<file path="src/rtl/core/mfr_pkg.sv">
// Shared types and constants for the meter frame receiver.
// No dependencies; imported by every module of the block.
package mfr_pkg;

	localparam int unsigned BYTE_W     = 8;
	localparam int unsigned POS_W      = 5;
	localparam int unsigned CFG_IDX_W  = 8;
	localparam int unsigned MEAS_W     = 128;
	localparam int unsigned READ_W     = 64;

	localparam logic [1:0] MODE_IDLE = 2'd0;
	localparam logic [1:0] MODE_MEAS = 2'd1;
	localparam logic [1:0] MODE_READ = 2'd2;

	localparam logic [CFG_IDX_W-1:0] REG_HEADER_FIRST  = 8'd0;
	localparam logic [CFG_IDX_W-1:0] REG_HEADER_SECOND = 8'd1;
	localparam logic [CFG_IDX_W-1:0] REG_HEADER_THIRD  = 8'd2;
	localparam logic [CFG_IDX_W-1:0] REG_ACK_CODE      = 8'd3;

	localparam logic [BYTE_W-1:0] RST_HEADER_FIRST  = 8'd171;
	localparam logic [BYTE_W-1:0] RST_HEADER_SECOND = 8'd205;
	localparam logic [BYTE_W-1:0] RST_HEADER_THIRD  = 8'd239;
	localparam logic [BYTE_W-1:0] RST_ACK_CODE      = 8'd6;

	localparam logic FRAME_MEAS = 1'b0;
	localparam logic FRAME_READ = 1'b1;

	typedef struct packed {
		logic [BYTE_W-1:0] header_first;
		logic [BYTE_W-1:0] header_second;
		logic [BYTE_W-1:0] header_third;
		logic [BYTE_W-1:0] ack_code;
	} mfr_cfg_t;

	typedef struct packed {
		logic        frame_kind;
		logic        checksum_ok;
		logic [31:0] rms_current;
		logic [15:0] rms_voltage;
		logic [31:0] real_power;
		logic [31:0] var_power;
		logic [15:0] mains_freq;
		logic [63:0] read_data;
	} mfr_result_t;

endpackage

</file>
<file path="src/rtl/core/mfr_cfg_regs.sv">
// Configuration registers: header bytes and acknowledge code.
// Depends on mfr_pkg.
module mfr_cfg_regs (
	input  logic                           clk,
	input  logic                           arst_n,
	input  logic                           cfg_we,
	input  logic [mfr_pkg::CFG_IDX_W-1:0]  cfg_index,
	input  logic [mfr_pkg::BYTE_W-1:0]     cfg_wdata,
	output mfr_pkg::mfr_cfg_t              cfg
);
	import mfr_pkg::*;

	mfr_cfg_t cfg_q;

	always_ff @(posedge clk or negedge arst_n) begin
		if (!arst_n) begin
			cfg_q.header_first  <= RST_HEADER_FIRST;
			cfg_q.header_second <= RST_HEADER_SECOND;
			cfg_q.header_third  <= RST_HEADER_THIRD;
			cfg_q.ack_code      <= RST_ACK_CODE;
		end else if (cfg_we) begin
			case (cfg_index)
				REG_HEADER_FIRST:  cfg_q.header_first  <= cfg_wdata;
				REG_HEADER_SECOND: cfg_q.header_second <= cfg_wdata;
				REG_HEADER_THIRD:  cfg_q.header_third  <= cfg_wdata;
				REG_ACK_CODE:      cfg_q.ack_code      <= cfg_wdata;
				default: ;
			endcase
		end
	end

	assign cfg = cfg_q;

endmodule

</file>
<file path="src/rtl/core/mfr_parser.sv">
// Input register and frame parser: position, mode, checksum and field capture.
// Depends on mfr_pkg; fed by the top level, drives the output buffer.
module mfr_parser (
	input  logic                        clk,
	input  logic                        arst_n,
	input  mfr_pkg::mfr_cfg_t           cfg,
	input  logic                        load,
	input  logic                        hold,
	input  logic                        in_valid,
	input  logic                        func,
	input  logic [mfr_pkg::BYTE_W-1:0]  rx_byte,
	output logic                        res_push,
	output mfr_pkg::mfr_result_t        res
);
	import mfr_pkg::*;

	localparam logic [POS_W-1:0] POS_START     = 5'd0;
	localparam logic [POS_W-1:0] POS_HDR2      = 5'd1;
	localparam logic [POS_W-1:0] POS_HDR3      = 5'd2;
	localparam logic [POS_W-1:0] POS_MEAS_DATA = 5'd3;
	localparam logic [POS_W-1:0] POS_MEAS_LAST = 5'd18;
	localparam logic [POS_W-1:0] POS_MEAS_SUM  = 5'd19;
	localparam logic [POS_W-1:0] POS_COUNT     = 5'd1;
	localparam logic [POS_W-1:0] POS_READ_DATA = 5'd2;
	localparam logic [POS_W-1:0] POS_READ_LAST = 5'd9;
	localparam logic [POS_W-1:0] POS_READ_SUM  = 5'd10;

	logic              valid_s1;
	logic              func_s1;
	logic [BYTE_W-1:0] byte_s1;

	logic [POS_W-1:0]  pos_q, pos_n;
	logic [1:0]        mode_q, mode_n;
	logic [BYTE_W-1:0] sum_q, sum_n;
	logic              armed_q, armed_n;
	logic [MEAS_W-1:0] meas_q, meas_n;
	logic [READ_W-1:0] read_q, read_n;

	logic              work;
	logic [POS_W-1:0]  meas_off, read_off;
	logic [3:0]        meas_lane;
	logic [2:0]        read_lane;

	always_ff @(posedge clk or negedge arst_n) begin
		if (!arst_n) begin
			valid_s1 <= 1'b0;
		end else if (load) begin
			valid_s1 <= in_valid;
		end
	end

	always_ff @(posedge clk) begin
		if (load) begin
			func_s1 <= func;
			byte_s1 <= rx_byte;
		end
	end

	assign work      = valid_s1 && !hold;
	assign meas_off  = pos_q - POS_MEAS_DATA;
	assign read_off  = pos_q - POS_READ_DATA;
	assign meas_lane = meas_off[3:0];
	assign read_lane = read_off[2:0];

	always_comb begin
		pos_n    = pos_q;
		mode_n   = mode_q;
		sum_n    = sum_q;
		armed_n  = armed_q;
		meas_n   = meas_q;
		read_n   = read_q;
		res_push = 1'b0;

		res.frame_kind  = FRAME_MEAS;
		res.checksum_ok = (byte_s1 == sum_q);
		res.rms_current = meas_q[31:0];
		res.rms_voltage = meas_q[47:32];
		res.real_power  = meas_q[79:48];
		res.var_power   = meas_q[111:80];
		res.mains_freq  = meas_q[127:112];
		res.read_data   = '0;

		if (work) begin
			if (func_s1) begin
				armed_n = 1'b1;
			end else if ((mode_q != MODE_MEAS && mode_q != MODE_READ)
					|| pos_q == POS_START) begin
				sum_n = '0;
				pos_n = POS_START;
				if (byte_s1 == cfg.header_first) begin
					mode_n = MODE_MEAS;
					sum_n  = byte_s1;
					pos_n  = POS_HDR2;
				end else if (byte_s1 == cfg.ack_code && armed_q) begin
					armed_n = 1'b0;
					mode_n  = MODE_READ;
					sum_n   = byte_s1;
					pos_n   = POS_COUNT;
				end else begin
					mode_n = MODE_IDLE;
				end
			end else if (mode_q == MODE_MEAS) begin
				if (pos_q == POS_HDR2 || pos_q == POS_HDR3) begin
					if ((pos_q == POS_HDR2 && byte_s1 == cfg.header_second)
							|| (pos_q == POS_HDR3 && byte_s1 == cfg.header_third)) begin
						sum_n = sum_q + byte_s1;
						pos_n = pos_q + 5'd1;
					end else begin
						mode_n = MODE_IDLE;
						pos_n  = POS_START;
					end
				end else if (pos_q <= POS_MEAS_LAST) begin
					meas_n[meas_lane*8 +: 8] = byte_s1;
					sum_n = sum_q + byte_s1;
					pos_n = pos_q + 5'd1;
				end else begin
					res_push = (pos_q == POS_MEAS_SUM);
					mode_n   = MODE_IDLE;
					pos_n    = POS_START;
				end
			end else begin
				res.frame_kind  = FRAME_READ;
				res.rms_current = '0;
				res.rms_voltage = '0;
				res.real_power  = '0;
				res.var_power   = '0;
				res.mains_freq  = '0;
				res.read_data   = read_q;
				if (pos_q == POS_COUNT) begin
					sum_n = sum_q + byte_s1;
					pos_n = pos_q + 5'd1;
				end else if (pos_q <= POS_READ_LAST) begin
					read_n[read_lane*8 +: 8] = byte_s1;
					sum_n = sum_q + byte_s1;
					pos_n = pos_q + 5'd1;
				end else begin
					res_push = (pos_q == POS_READ_SUM);
					mode_n   = MODE_IDLE;
					pos_n    = POS_START;
				end
			end
		end
	end

	always_ff @(posedge clk or negedge arst_n) begin
		if (!arst_n) begin
			pos_q   <= '0;
			mode_q  <= MODE_IDLE;
			sum_q   <= '0;
			armed_q <= 1'b0;
			meas_q  <= '0;
			read_q  <= '0;
		end else begin
			pos_q   <= pos_n;
			mode_q  <= mode_n;
			sum_q   <= sum_n;
			armed_q <= armed_n;
			meas_q  <= meas_n;
			read_q  <= read_n;
		end
	end

endmodule

</file>
<file path="src/rtl/core/mfr_out_buf.sv">
// Result register with one skid entry between the parser and the output channel.
// Depends on mfr_pkg.
module mfr_out_buf (
	input  logic                  clk,
	input  logic                  arst_n,
	input  logic                  push,
	input  mfr_pkg::mfr_result_t  res,
	input  logic                  out_stall,
	output logic                  out_valid,
	output mfr_pkg::mfr_result_t  out_res,
	output logic                  full
);
	import mfr_pkg::*;

	mfr_result_t out_q, skid_q;
	logic        out_valid_q, skid_valid_q;
	logic        drain;

	assign drain = !out_valid_q || !out_stall;

	always_ff @(posedge clk or negedge arst_n) begin
		if (!arst_n) begin
			out_valid_q  <= 1'b0;
			skid_valid_q <= 1'b0;
		end else if (drain) begin
			out_valid_q  <= skid_valid_q || push;
			skid_valid_q <= 1'b0;
		end else if (push) begin
			skid_valid_q <= 1'b1;
		end
	end

	always_ff @(posedge clk) begin
		if (drain) begin
			out_q <= skid_valid_q ? skid_q : res;
		end else if (push) begin
			skid_q <= res;
		end
	end

	assign out_valid = out_valid_q;
	assign out_res   = out_q;
	assign full      = skid_valid_q;

endmodule

</file>
<file path="src/rtl/core/meter_frame_receiver_top.sv">
// Meter frame receiver: one received byte per transfer, one result per frame end.
// A checksum byte passes the parser input register, then the result register, before out_valid rises.
// Throughput: one byte per cycle while in_stall is low.
// in_stall rises only while both the result register and its skid entry are full.
// Reset (arst_n low, asynchronous) restores default headers and clears the valid flags and parser frame state.
// Depends on mfr_pkg, mfr_cfg_regs, mfr_parser and mfr_out_buf.
module meter_frame_receiver_top (
	input  logic                           clk,
	input  logic                           arst_n,
	input  logic                           cfg_we,
	input  logic [mfr_pkg::CFG_IDX_W-1:0]  cfg_index,
	input  logic [mfr_pkg::BYTE_W-1:0]     cfg_wdata,
	input  logic                           in_valid,
	output logic                           in_stall,
	input  logic                           func,
	input  logic [mfr_pkg::BYTE_W-1:0]     rx_byte,
	output logic                           out_valid,
	input  logic                           out_stall,
	output logic                           frame_kind,
	output logic                           checksum_ok,
	output logic [31:0]                    rms_current,
	output logic [15:0]                    rms_voltage,
	output logic [31:0]                    real_power,
	output logic [31:0]                    var_power,
	output logic [15:0]                    mains_freq,
	output logic [63:0]                    read_data
);
	import mfr_pkg::*;

	mfr_cfg_t    cfg;
	mfr_result_t res, out_res;
	logic        res_push;
	logic        full;

	assign in_stall = full;

	mfr_cfg_regs u_cfg (
		.clk       (clk),
		.arst_n    (arst_n),
		.cfg_we    (cfg_we),
		.cfg_index (cfg_index),
		.cfg_wdata (cfg_wdata),
		.cfg       (cfg)
	);

	mfr_parser u_parser (
		.clk      (clk),
		.arst_n   (arst_n),
		.cfg      (cfg),
		.load     (!full),
		.hold     (full),
		.in_valid (in_valid),
		.func     (func),
		.rx_byte  (rx_byte),
		.res_push (res_push),
		.res      (res)
	);

	mfr_out_buf u_out (
		.clk       (clk),
		.arst_n    (arst_n),
		.push      (res_push),
		.res       (res),
		.out_stall (out_stall),
		.out_valid (out_valid),
		.out_res   (out_res),
		.full      (full)
	);

	assign frame_kind  = out_res.frame_kind;
	assign checksum_ok = out_res.checksum_ok;
	assign rms_current = out_res.rms_current;
	assign rms_voltage = out_res.rms_voltage;
	assign real_power  = out_res.real_power;
	assign var_power   = out_res.var_power;
	assign mains_freq  = out_res.mains_freq;
	assign read_data   = out_res.read_data;

endmodule

</file>
<file path="config.mk">
export PLATFORM = sky130hd
export DESIGN_NAME = meter_frame_receiver_top
export DESIGN_NICKNAME = d
export VERILOG_FILES = /design/src/rtl/core/mfr_pkg.sv /design/src/rtl/core/mfr_cfg_regs.sv /design/src/rtl/core/mfr_parser.sv /design/src/rtl/core/mfr_out_buf.sv /design/src/rtl/core/meter_frame_receiver_top.sv
export SDC_FILE = /design/constraint.sdc
export NUM_CORES = 1
export LEC_CHECK = 0
export BUFFER_PORTS_ARGS = -buffer_cell sky130_fd_sc_hd__buf_4
export CORE_UTILIZATION = 54
export CTS_BUF_LIST = sky130_fd_sc_hd__clkbuf_16
export CTS_CLUSTER_SIZE = 12
export DETAILED_ROUTE_END_ITERATION = 8
export PLACE_DENSITY = 0.76
export SYNTH_ARGS = -nofsm -noshare
export SYNTH_HDL_FRONTEND = slang
export SYNTH_SLANG_ARGS = --single-unit
</file>
<file path="constraint.sdc">
create_clock -name clk -period 37.2 [get_ports clk]
set_input_delay 7.44 -clock clk [delete_from_list [all_inputs] [get_ports clk]]
set_output_delay 7.44 -clock clk [all_outputs]
set_load 0.1 [all_outputs]
</file>
== After elaboration in Yosys (flattened, before gate mapping) ==
Index checks and enable logic that the tools add are counted.

* Output and inout bits: 196
* Bits in registers: 640

* Order comparisons: 2
* Add/subtract/negate cells: 6
* Reductions and logical operators: 30
* Shift-type cells: 4
* Multiplexer cells: 52
* Equality and inequality tests: 22
* Bitwise operators: 6

{| class="wikitable"
|+ Operators by type and width
! kind !! number
|-
| $mux 192 || 4
|-
| $mux 194 || 1
|-
| $bwmux 128 || 1
|-
| $shift 8x34->128 const A || 1
|-
| $shiftx 8x34->128 || 1
|-
| $mux 8 || 9
|-
| $bwmux 64 || 1
|-
| $shift 8x34->64 const A || 1
|-
| $shiftx 8x34->64 || 1
|-
| $eq 8x8->1 || 5
|-
| $mux 5 || 8
|-
| $neg 6->34 || 1
|-
| $neg 7->34 || 1
|-
| $mux 1 || 19
|-
| $mux 2 || 9
|-
| $reduce_and 6->1 || 3
|-
| $eq 8x2->1 const B || 2
|-
| $ne 4x3->1 const B || 4
|-
| $reduce_and 2->1 || 6
|-
| $add 8x8->8 || 1
|-
| $eq 8x1->1 const B || 1
|-
| $logic_not 8->1 || 1
|-
| $ne 3x1->1 const B || 2
|-
| $not 1->1 || 6
|-
| 20 further kinds || 33
|}

== Depth between registers and ports, before layout ==
Gate-level depths: netlist of the first run.

* Depth after elaboration: 9
* Depth in mapped cells: 13

== Cells and area by module ==
A second synthesis of the first run with hierarchy kept.

* Cells, all modules: 1668
* Area total of the unflattened synthesis: 27164.8 sq um

{| class="wikitable"
|+ Modules (own cells, without submodules)
! module !! times used !! cells each !! area each (sq um) !! sequential area each (sq um)
|-
| mfr_out_buf || 1 || 610 || 14649.0 || 11701.2
|-
| mfr_parser || 1 || 985 || 11233.3 || 5500.3
|-
| mfr_cfg_regs || 1 || 72 || 1278.7 || 824.5
|-
| meter_frame_receiver_top || 1 || 1 || 3.8 || 0.0
|}

== Worst setup path after synthesis of the first run ==
OpenSTA, ideal clock, no wires.

* Path kind: input port to flip-flop
* Start: input out_stall
* End: register u_out.skid_q[0] (netlist bit) (enable)
* Slack: -5.826 ns
* Path buffers: 0
* Stages on the path: 2
* Arrival time: 38.376 ns
* Data required time: 32.550 ns
* Cell sequence: nand2_1 a2111oi_0

* Cells in the longest elaborated chain, start to end: 4

{| class="wikitable"
|+ RTL lines
! element !! line !! text
|-
| start: declaration || meter_frame_receiver_top.sv:18 || <nowiki>input logic out_stall,</nowiki>
|-
| $logic_not 1->1 || mfr_out_buf.sv:19 || <nowiki>assign drain = !out_valid_q || !out_stall;</nowiki>
|-
| $logic_or 1x1->1 || mfr_out_buf.sv:19 ||
|-
| $not 1->1 (no source line) || n/a ||
|-
| $reduce_and 2->1 (no source line) || n/a ||
|-
| end signal: assignment || mfr_out_buf.sv:37 || <nowiki>skid_q <= res;</nowiki>
|-
| end: declaration || mfr_out_buf.sv:15 || <nowiki>mfr_result_t out_q, skid_q;</nowiki>
|}

No other way between the ends.
A chain may end at the register's enable or synchronous reset.

== Worst setup path in the final report of the first run ==
* Start: input out_stall
* End: register u_out.skid_q[101] (netlist bit) (enable)

* Cells in the longest elaborated chain, start to end: 4

{| class="wikitable"
|+ RTL lines
! element !! line !! text
|-
| $logic_not 1->1 || mfr_out_buf.sv:19 ||
|-
| $logic_or 1x1->1 || mfr_out_buf.sv:19 ||
|-
| net u_out.drain || mfr_out_buf.sv:17 || <nowiki>logic drain;</nowiki>
|-
| $not 1->1 (no source line) || n/a ||
|-
| $reduce_and 2->1 (no source line) || n/a ||
|}

The timed path passes the listed nets, and every way through them passes these cells.

==> summary by stage, run 1 <==
Detailed routing
After detailed routing, the average wire length per cell comes to 20.4 µm. In the final routing, the length of wire on met1 measures 25.0 mm. The routed design uses 3.25 mm of met3 wire. The total wirelength of the detailed-routed design is 58.0 mm. In the detailed route, the total length drawn on met2 is 28.5 mm. The number of routed nets with antenna violations is 0. The first detailed-routing pass took 7 iterations. Dividing the detail-routed via count by the number of cells gives 5.49. After detailed routing, no signal wire sits above met4. The DRC violations left is 0. The number of design-rule violations left by the first detailed-router iteration is 1166. The via count is 15.6k.

Global routing
For this run the aggregate overflow at the end of global routing stands at 0. The number of antenna violations at the first check in global routing was 2. The number of global-route vias before repair is 15.8k. The wire length of the first global-routing pass is 90.2 mm.

The global router's overall resource usage is 23.6%. Entering global routing, the biggest net connects 112 pins.

Layout
The share of the core filled with cells is 63.8%. Across the whole layout, storage elements account for 0.0180 mm². After the last flow step, the layout net total stands at 2227. The area growth from synthesis to layout is 16.1%.

Once layout is done, the placed cells without fillers occupy 0.0306 mm². Summing all multi-input logic gate instances after layout gives 0.00793 mm². The share of post-route cells with drive strength above 1 is 26.3%. The filler cells instantiated in the layout total 3460.

Clock tree
The CTS buffer count is 66. TritonCTS built the clock tree. CTS placed an instance of clkbuf_16 at the clock tree root. The latest clock arrival within the worst-skew pair is 0.59 ns. The hold buffer count at cts is 0.

The clock transition time at the flip-flop clock pins of the worst setup and hold paths is 0.06 ns. Clock tree synthesis found a total of 640 sinks. After clock tree synthesis, the setup repair step added 0 buffers.

The post-cts resize count is 0. The buffer levels on the longest clock path is 3. CTS built an H-tree with a depth of 3.

Floorplan
Measured along the x axis, the die boundary spans 223 µm. The placement row count is 80. The area enclosed by the die boundary is 0.0497 mm². The height of the die is 223 µm.

The floorplan core area is 0.0479 mm². For this design the top-level I/O count stands at 226. The starting density of the core is 54.9%.

Timing
Setup slack on the critical path of the routed design comes to 27.46 ns. The number of max-slew violations in the final report is 0. Summed over all failing endpoints, the final setup total negative slack is 0 ns. The worst slew margin relative to its limit is 18.6%.

Timing would allow up to 103 MHz. The count of final hold-check violations is 0. The worst path needs 9.74 ns of the cycle, external delays included. Across the routed clock network, the largest skew measured is 0.0227 ns.

At the pin with the least slew margin, the transition time is 1.21 ns. Setup repair after global routing left no endpoint under its margin. The share of the clock period used by the worst path after layout is 26.2%. Setup violations remaining at the end of the flow were counted as 0.

Min path
The path class of the tightest hold or removal check is reg2reg.

Placement
The setup slack after placement is 26.84 ns. The count of buffers added on input and output ports is 225. Summed over all nets, the half-perimeter wirelength after detailed placement is 37.2 mm. The area of placed instances is 0.0286 mm². The congestion estimate from routability-driven global placement came to 0.851.

Critical path
In this run the worst path has a maximum fanout of 83. The type of element launching the critical path is a primary input. The arrival time reported for the critical path endpoint is 9.93 ns. The data required time of the critical path is 37.39 ns. The critical path start-end classification is in2reg.

STA classifies the critical path endpoint as a register.

Synth
The net count of the mapped netlist is 2007. For this run, the leading register cell type out of synthesis is edfxtp_1. The post-synthesis average cell area is 13.5 µm². The fraction of synthesized cell area taken by the top area cell type is 45.3%.

Counting instances in the post-synthesis netlist gives the leading cell types as nand2_1, edfxtp_1, dfrtp_1. In the synthesized netlist, the number of instances is 1958. For this run, the number of Yosys warnings is 0.

The share of async-settable or async-resettable flops after synthesis is 38.0%. In this run, synthesis inferred 397 flip-flops with an integrated enable. Ranked by total cell area, the synthesized netlist is headed by edfxtp_1, dfrtp_1, mux2_2, nand2_1, nor2b_1. The register bit total from synthesis is 640.

The part of the Yosys area used for sequential elements is 68.4%. The netlist area before placement is 0.0263 mm². By instance count, the leading cell after synthesis is nand2_1.

The largest area contributor in the netlist is edfxtp_1. The number of different library cells used by synthesis comes to 68.

Pwr
For this design the ratio of total power to cell area is 45.8 mW/mm². Across the VDD grid, the largest voltage drop is 0.0282 mV. For this design the static power due to leakage is 14.6 nW.

Run status
The flow ran to the end, and the final reports show no timing, DRC or antenna violations.

Job
The number of max-cap violations is 0.
area by class of cell:
type                    instances  area share, %
diodes                          1        0.00818
clock buffers                  71           5.81
clock inverters                47          0.618
inverters                      13          0.168
multi-input cells            1214           25.9
flip-flops and latches        640           59.0
well taps                     615           2.52
repair buffers                243           5.99
cells by family after synthesis:
kind of cell | after synthesis | share of synthesized area, %
mux | 213 | 9.10
buf+inv | 104 | 1.57
fa+ha+maj | 19 | 0.931
simple gates | 806 | 15.0
flops | 640 | 68.4
compound gates | 137 | 3.69
xor+xnor | 39 | 1.30
power breakdown:
group          internal [W]  switching (W)
combinational     0.0000133      0.0000270
sequential         0.000753     0.00000414
clock              0.000342       0.000261
total               0.00111       0.000292
cell usage in the layout (no fill, tap or decap), types with 4 or more instances in the layout:
cell type	count
buf_4	242
ha_1	18
mux2_2	212
a22o_1	5
dfstp_2	19
dfrtp_1	223
nand2_1	446
xor2_1	10
inv_1	43
a31o_2	5
a21oi_1	14
nand3_2	6
nor3_1	12
nor2b_1	152
nand4_1	7
and3_1	10
xnor2_1	29
nand2b_1	6
nor2_1	28
and2_1	95
edfxtp_1	397
nor4_1	7
or4_1	4
a21o_1	67
o31ai_1	4
clkbuf_16	71
clkinv_1	11
o21ai_0	15
nand3_1	7
metal layers:
layer	GRT usage, %	vias up
met1	32.9	7840
li1	-	7250
met5	0	-
met4	7.41	0
met2	38.2	447
met3	3.91	77
final timing paths:
path / from / end / slack (ns) / cells after the start
worst max-delay path: out_stall / u_out.skid_q[101] / 27.46 / 5
worst min-delay path: u_parser.meas_q[0] / u_parser.meas_q[0] / 0.48 / 2
worst max register to register: u_parser.pos_q[0] / u_out.skid_q[101] / 32.13 / 6
worst min register to register: u_parser.meas_q[0] / u_parser.meas_q[0] / 0.48 / 2
max in group asynchronous: arst_n / u_parser.meas_q[104] / 28.70 / 2
min in group asynchronous: arst_n / u_parser.meas_q[124] / 6.92 / 1
stage by stage:
stage	total power, W	hold WS [ns]	std cells
floorplan	0.000792	0.440	1958
global placement	0.000811	0.455	2725
detailed placement	0.000812	0.464	2725
CTS	0.00141	0.477	2843
global route	0.00144	0.501	2843
finish	0.00140	0.476	2844
state kept, by name, indices dropped and copies added, names as in the netlist, 2 cells and up:
signal            cells
u_parser.mode_q       2
u_parser.byte_s1      8
u_parser.read_q      64
u_parser.pos_q        5
u_parser.meas_q     128
u_cfg.cfg            32
u_parser.sum_q        8
u_out.out_res       194
u_out.skid_q        194
worst max-delay path: stages:
cell and delay [ns]:
buf_4 0.11, nand2_8 0.28, a2111oi_2 0.45, buf_4 0.62, buf_4 0.93
No activity file was read; power rests on OpenSTA's default activity.
==> inputs of run 2 (changes only) <==
clock period = 7.9 ns   (was 37.2 ns; I/O delays follow)
==> run 2 against run 1 <==
  * Clock power rose to 4.7 times the previous value
  * Via count rose by 0.90%
  * Wire length rose by 0.60%
  * Critical path depth rose by 4
  * First-iteration DRC count rose by 25%
  * Register-to-register slack got worse by 29 ns
  * Clock-buffer cell count fell by 3
  * Sequential power rose to 4.7 times the previous value
  * Flip-flop and latch count did not move
  * Non-clock buffer count fell by 2
  * Sequential share of layout area barely moved
  * Largest cell class unchanged
  * Clock skew barely moved
==> summary by stage, run 2 (synthesis gave the netlist of run 1 again) <==
Timing
The post-route worst setup slack was 3.17 ns (-24.29 ns). Setup repair after global routing left no endpoint under its margin. The maximum clock frequency is 211 MHz. The number of max-slew violations in the final report is 0 (unchanged). The count of final hold-check violations is 0 (unchanged). The worst path uses 59.9% of the clock period. The worst slew margin relative to its limit was 16.3% (-2.3 points). The transition time of the tightest slew-check pin is 1.25 ns (+0.0447 ns). The worst clock skew is 0.0231 ns (+0.000382 ns). The number of failing setup endpoints in the final timing report is 0 (unchanged). The post-route minimum period is 4.73 ns.

Layout
The antenna diode count came to 0 (-1). Leaving out fill and tap cells, the most frequent cells in the layout are nand2_1, edfxtp_1, buf_4. The final net count is 2225 (-0.090%). The number of fill cells in the layout is 3497 (+1.1%).

The cell area after layout is 0.0306 mm² (about the same). The share of post-route cells with drive strength above 1 is 26.2% (-0.099 points). The most frequent standard cell in the layout excluding fill and tap cells is nand2_1.

The area overhead of the layout relative to synthesis is 16.0% (about the same).

Clock tree
The clock transition time at the flip-flop clock pins of the worst setup and hold paths is 0.06 ns (about the same). The post-cts resize count is 0 (unchanged). The count of H-tree levels built during CTS is 3 (unchanged). The count of clock tree sinks is 640 (unchanged).

The post-CTS setup-driven buffer insertion count is 0 (unchanged). The latest clock arrival within the worst-skew pair is 0.59 ns (about the same). TritonCTS built the clock tree. The CTS buffer count is 66 (unchanged).

The hold buffer count at cts is 0 (unchanged). The clock root buffer is clkbuf_16. The buffer levels on the longest clock path is 3 (unchanged).

Pwr
The largest vdd supply drop was 0.141 mV (+400%). The combinational fraction of design power is 2.9% (about the same). The internal power was 0.00519 W (+370%). The relative contribution of the clock network to total power is 42.7% (-0.3 points). The share of power burned in registers came to 54.3% (+0.2 points).

The switching share of power is 20.9% (+0.079 points). The power per cell area is 215 mW/mm² (+370%). The reported net switching power is 0.00137 W (+370%). The total leakage power is 14.6 nW (+0.24%).

Floorplan
The number of top-level design ports is 226 (unchanged). The placement row count is 80 (unchanged). The area enclosed by the die boundary is 0.0497 mm² (unchanged). The starting density of the core was 54.9% (unchanged). The height of the die was 223 µm (unchanged).

The overall die width came to 223 µm (unchanged). The floorplan core area is 0.0479 mm² (unchanged).

Job
The number of max-cap violations was 0 (unchanged).

Detailed routing
The via count was 15.8k (+0.90%). The DRC violations left came to 0 (unchanged). The number of design-rule violations left by the first detailed-router iteration is 1458 (+25%). The number of routed nets with antenna violations is 0 (unchanged). The total wirelength of the detailed-routed design came to 58.3 mm (+0.60%). The detail-routed via count per cell is 5.55 (+1.0%). The wire length per cell is 20.5 µm (+0.74%).

The number of detailed-routing iterations run before antenna repair is 6 (-1).

Placement
The number of port buffers came to 225 (unchanged). The routability congestion estimate is 0.902 (+5.9%). The setup slack after placement is 3.28 ns (-23.57 ns). The HPWL after detailed placement is 37.5 mm (+0.60%). The area of placed instances is 0.0286 mm² (about the same).

Critical path
The data required time of the critical path came to 8.24 ns (-29.15 ns). Walking the worst path, the cells encountered are clkinv_1 > ha_1 > nor4b_2 > nor4_4 > buf_4 > buf_4 > nor2b_1 > nand2_1 > nand2_1. The slack of the worst reg-to-reg path is 3.17 ns (-28.96 ns). The arrival time reported for the critical path endpoint came to 5.07 ns (-4.86 ns). The logic depth of the worst register-to-register path is 9 (+3). The critical path start-end classification is reg2reg. The highest net fanout along the worst path is 100 (+20%). The type of element launching the critical path is a register. On the critical path, the stage with the largest delay is an instance of buf_4. The capturing element type of the critical path is a register. The peak per-stage delay on the critical path is 0.92 ns (about the same).

Run status
The run finished with clean final reports.

Global routing
After global routing, the most crowded layer is met2. The aggregate global routing overflow was 0 (unchanged). The global router's overall resource usage came to 23.6% (about the same).

The fraction of met3 tracks used by global routing was 3.98% (+0.066 points). The met1 usage is 32.6% (-0.34 points). The maximum number of pins on one net before global-route repair was 157 (+40%). The met2 track demand over resource in global routing was 38.0% (-0.23 points).

The number of antenna violations at the first check in global routing is 0 (-2). The wire length of the first global-routing pass was 89.6 mm (-0.59%). The number of global-route vias before repair came to 15.6k (-1.1%).

Min path
The cell depth of the worst min-delay path is 2 (unchanged). The path class of the tightest hold or removal check is reg2reg.
[run 2: per-stage QoR]
stage	setup TNS [ns]	cells	hold WS, ns	util (%)	total power [W]
finish	0	2840	0.472	63.7	0.00656
global route	0	2840	0.505	63.7	0.00675
CTS	0	2840	0.473	63.7	0.00661
detailed placement	0	2723	0.461	59.7	0.00382
global placement	0	2723	0.455	59.7	0.00382
floorplan	-289.29	1958	0.440	-	0.00373
[run 2: worst paths after layout]
kind                                     startpoint                   to
worst max register to register    u_parser.pos_q[0]    u_out.out_res[91]
max in group asynchronous                    arst_n  u_parser.read_q[27]
worst min register to register  u_parser.read_q[33]  u_parser.read_q[33]
min in group asynchronous                    arst_n  u_parser.meas_q[30]
worst max-delay path              u_parser.pos_q[0]    u_out.out_res[91]
worst min-delay path            u_parser.read_q[33]  u_parser.read_q[33]
[run 2: layer usage]
metal	vias to the layer above	part of all wire, %
li1	7247	-
met1	7924	43
met2	488	49
met3	95	5.7
met4	0	2.7
met5	-	0
[run 2: power by group through the flow]
stage | clock, W | combinational (W) | sequential [W]
floorplan | 0 | 0.000106 | 0.00362
global placement | 0 | 0.000185 | 0.00363
detailed placement | 0 | 0.000191 | 0.00363
CTS | 0.00286 | 0.000193 | 0.00356
global route | 0.00298 | 0.000210 | 0.00356
finish | 0.00280 | 0.000193 | 0.00357
[run 2: layout make-up]
class | instances | area [µm²] | area share (%)
clock buffers | 68 | 1700 | 5.57
clock inverters | 49 | 231 | 0.758
inverters | 13 | 51.3 | 0.168
multi-input cells | 1214 | 7940 | 26.0
flip-flops and latches | 640 | 18000 | 59.0
well taps | 615 | 769 | 2.52
repair buffers | 241 | 1830 | 5.99
[run 2: worst max-delay path: cells and delay by family (launching register included)]
| kind | cells | cell delay, ns |
|---|---|---|
| buf+inv | 3 | 2.11 |
| simple gates | 5 | 0.85 |
| flops | 1 | 0.90 |
| fa+ha+maj | 1 | 0.48 |
==> inputs of run 3 (changes only) <==
clock period = 4 ns   (was 7.9 ns; I/O delays follow)
==> run 3 against run 2 <==
  * Fmax increased by 48%
  * Combinational power increased by 110%
  * Flip-flop and latch count unchanged
  * First-iteration DRC count decreased by 1.1%
  * Global-route usage increased by 0.40 points
  * Clock skew about the same
  * Critical path type unchanged
==> summary by stage, run 3 (synthesis gave the netlist of run 1 again) <==
Floorplan
The overall die width is 223 µm (unchanged). The placement row count is 80 (unchanged). The floorplan core area is 0.0479 mm² (unchanged). The number of top-level design ports is 226 (unchanged). The height of the die is 223 µm (unchanged).

The area enclosed by the die boundary is 0.0497 mm² (unchanged). The starting density of the core is 54.9% (unchanged).

Detailed routing
The number of design-rule violations left by the first detailed-router iteration is 1442 (-1.1%). The total wirelength of the detailed-routed design is 58.4 mm (+0.23%). The number of detailed-routing iterations run before antenna repair is 7 (+1). The DRC violations left is 0 (unchanged). The via count is 15.8k (+0.10%).

The number of routed nets with antenna violations is 0 (unchanged). The wire length per cell is 20.5 µm (-0.26%). The detail-routed via count per cell is 5.53 (-0.39%).

Critical path
The logic depth of the worst register-to-register path is 7 (-2). The critical path goes through buf_4 > ha_1 > nand2b_1 > a41o_1 > nand4b_1 > a2111oi_4 > buf_12. The arrival time reported for the critical path endpoint came to 3.40 ns (-1.67 ns). The peak per-stage delay on the critical path was 0.56 ns (-0.36 ns). The capturing element type of the critical path is a register. The end of the worst register-to-register path is u_out.skid_q[142]. The highest net fanout along the worst path is 107 (+7.0%). The slack of the worst reg-to-reg path is 0.80 ns (-2.37 ns). The number of buffer and inverter stages on the critical path came to 2 (-1).

The cell with the largest stage delay on the worst path is a2111oi_4. The cell family contributing the most delay on the critical path is compound AO/OA/AOI/OAI gates. The data required time of the critical path is 4.21 ns (-4.03 ns). In this run the critical register-to-register path is launched from u_parser.pos_q[0]. The type of element launching the critical path is a register. The critical path in this run is classified as reg2reg.

Timing
The number of max-slew violations in the final report is 0 (unchanged). The share of the clock period used by the worst path after layout was 80.0% (+20 points). The worst slew margin relative to its limit is 11.1% (-5.2 points). The transition time of the tightest slew-check pin is 1.33 ns (+0.0782 ns). The worst clock skew was 0.0235 ns (+0.000357 ns). The number of failing setup endpoints in the final timing report is 0 (unchanged).

The maximum clock frequency came to 313 MHz (+48%). The post-route minimum period was 3.20 ns (-1.53 ns). The count of final hold-check violations was 0 (unchanged).

Setup repair after global routing left no endpoint under its margin. The post-route worst setup slack is 0.802 ns (-2.37 ns).

Clock tree
TritonCTS built the clock tree. The post-cts resize count is 0 (unchanged). The hold buffer count at cts is 0 (unchanged). The count of H-tree levels built during CTS was 3 (unchanged). The clock root buffer is clkbuf_16.

The CTS buffer count is 66 (unchanged). The count of clock tree sinks is 640 (unchanged). The clock transition time at the flip-flop clock pins of the worst setup and hold paths came to 0.06 ns (about the same). The post-CTS setup-driven buffer insertion count is 0 (unchanged). The latest clock arrival within the worst-skew pair is 0.59 ns (about the same).

The buffer levels on the longest clock path is 3 (unchanged).

Layout
The area taken by flip-flops and latches was 0.0180 mm² (about the same). The number of fill cells in the layout is 3446 (-1.5%). The final non-filler cell total is 2854 (+0.49%).

The library cell used most frequently in the layout, excluding fill and tap cells, is nand2_1. The top cell types in the final layout, fill and taps aside, are nand2_1, edfxtp_1, buf_4. The share of post-route cells with drive strength above 1 is 27.0% (+0.74 points). The area growth from synthesis to layout is 16.8%. The area occupied by multi-input gates came to 0.00794 mm² (unchanged).

The cell area after layout came to 0.0308 mm² (+0.69%). The final net count is 2235 (+0.45%).

Global routing
The global router's overall resource usage is 24.0% (+0.40 points). The number of global-route vias before repair is 16.0k (+2.3%). The wire length of the first global-routing pass is 91.4 mm (+2.0%). The number of antenna violations at the first check in global routing is 0 (unchanged). The aggregate global routing overflow is 0 (unchanged).

The maximum number of pins on one net before global-route repair is 199 (+27%).

Placement
The HPWL after detailed placement is 37.6 mm (+0.53%). The area of placed instances is 0.0288 mm² (+0.50%). The routability congestion estimate is 0.879 (-2.6%). The setup slack after placement is 0.852 ns (-2.43 ns). The placed instance count came to 2733 (+0.37%). The number of port buffers is 225 (unchanged).

Pwr
The switching share of power is 21.0% (+0.033 points). The share of power burned in registers came to 53.7% (-0.6 points). The power per cell area came to 426 mW/mm² (+98%). The largest vdd supply drop is 0.272 mV (+93%). The total leakage power is 14.8 nW (+0.96%). The internal power came to 0.0104 W (+100%). The reported net switching power was 0.00275 W (+100%). The relative contribution of the clock network to total power is 43.3% (+0.6 points).

The total power consumption of the routed design was 0.0131 W (+100%). The combinational fraction of design power is 3.0% (about the same).

Job
The number of max-cap violations is 0 (unchanged).

Run status
The flow ran to the end, and the final reports show no timing, DRC or antenna violations.

Min path
The class of the most critical hold timing path is in2async.
[run 3: cell count changes in the layout (fill, tap and decap cells not counted), sizes merged]
| cell | previous run | this run |
|---|---|---|
| buf | 241 | 251 |
| clkbuf | 68 | 72 |
| bufinv | 1 | 0 |
| clkinvlp | 0 | 1 |
| clkinv | 12 | 11 |
| diode | 0 | 1 |
[run 3: metal layers]
| layer | global-route usage (%) | vias to the layer above | wire, µm | part of all wire [%] |
|---|---|---|---|---|
| met2 | 39.1 | 460 | 28700 | 49 |
| li1 | - | 7272 | - | - |
| met1 | 32.9 | 7946 | 25100 | 43 |
| met4 | 8.45 | 0 | 1490 | 2.6 |
| met5 | 0 | - | 0 | 0 |
| met3 | 4.00 | 92 | 3160 | 5.4 |
[run 3: area by class of cell]
cell class / count / area share [%]
sequential: 640 / 58.6
multi-input combinational: 1214 / 25.8
timing repair buffer: 251 / 6.39
clock buffer: 72 / 5.86
tap: 615 / 2.50
clock inverter: 48 / 0.643
inverter: 13 / 0.171
antenna: 1 / 0.00813
[run 3: power by group through the flow]
stage	clock (W)	sequential, W	combinational (W)
floorplan	0	0.00715	0.000210
global placement	0	0.00717	0.000386
detailed placement	0	0.00717	0.000395
CTS	0.00577	0.00704	0.000397
global route	0.00603	0.00704	0.000432
finish	0.00567	0.00704	0.000397
[run 3: how the worst max path moves through the flow]
stage                            from                 end  slack (ns)  cells past startpoint
global placement         cfg_index[4]       u_cfg.cfg[30]        0.92                      5
CTS                 u_parser.pos_q[0]   u_out.skid_q[142]        0.83                      7
detailed placement  u_parser.pos_q[2]   u_out.skid_q[158]        0.85                      5
floorplan                   out_stall     u_out.skid_q[0]       -4.59                      2
finish              u_parser.pos_q[0]   u_out.skid_q[142]        0.80                      7
global route        u_parser.pos_q[0]  u_parser.mode_q[0]        0.63                      9
[run 3: metrics by stage]
stage,utilization (%),hold WS [ns],TNS [ns]
2_1_floorplan,-,0.440,-891.34
3_3_place_gp,60.0,0.456,0
3_5_place_dp,60.0,0.460,0
4_1_cts,64.2,0.270,0
5_1_grt,64.2,0.303,0
6_report,64.2,0.261,0
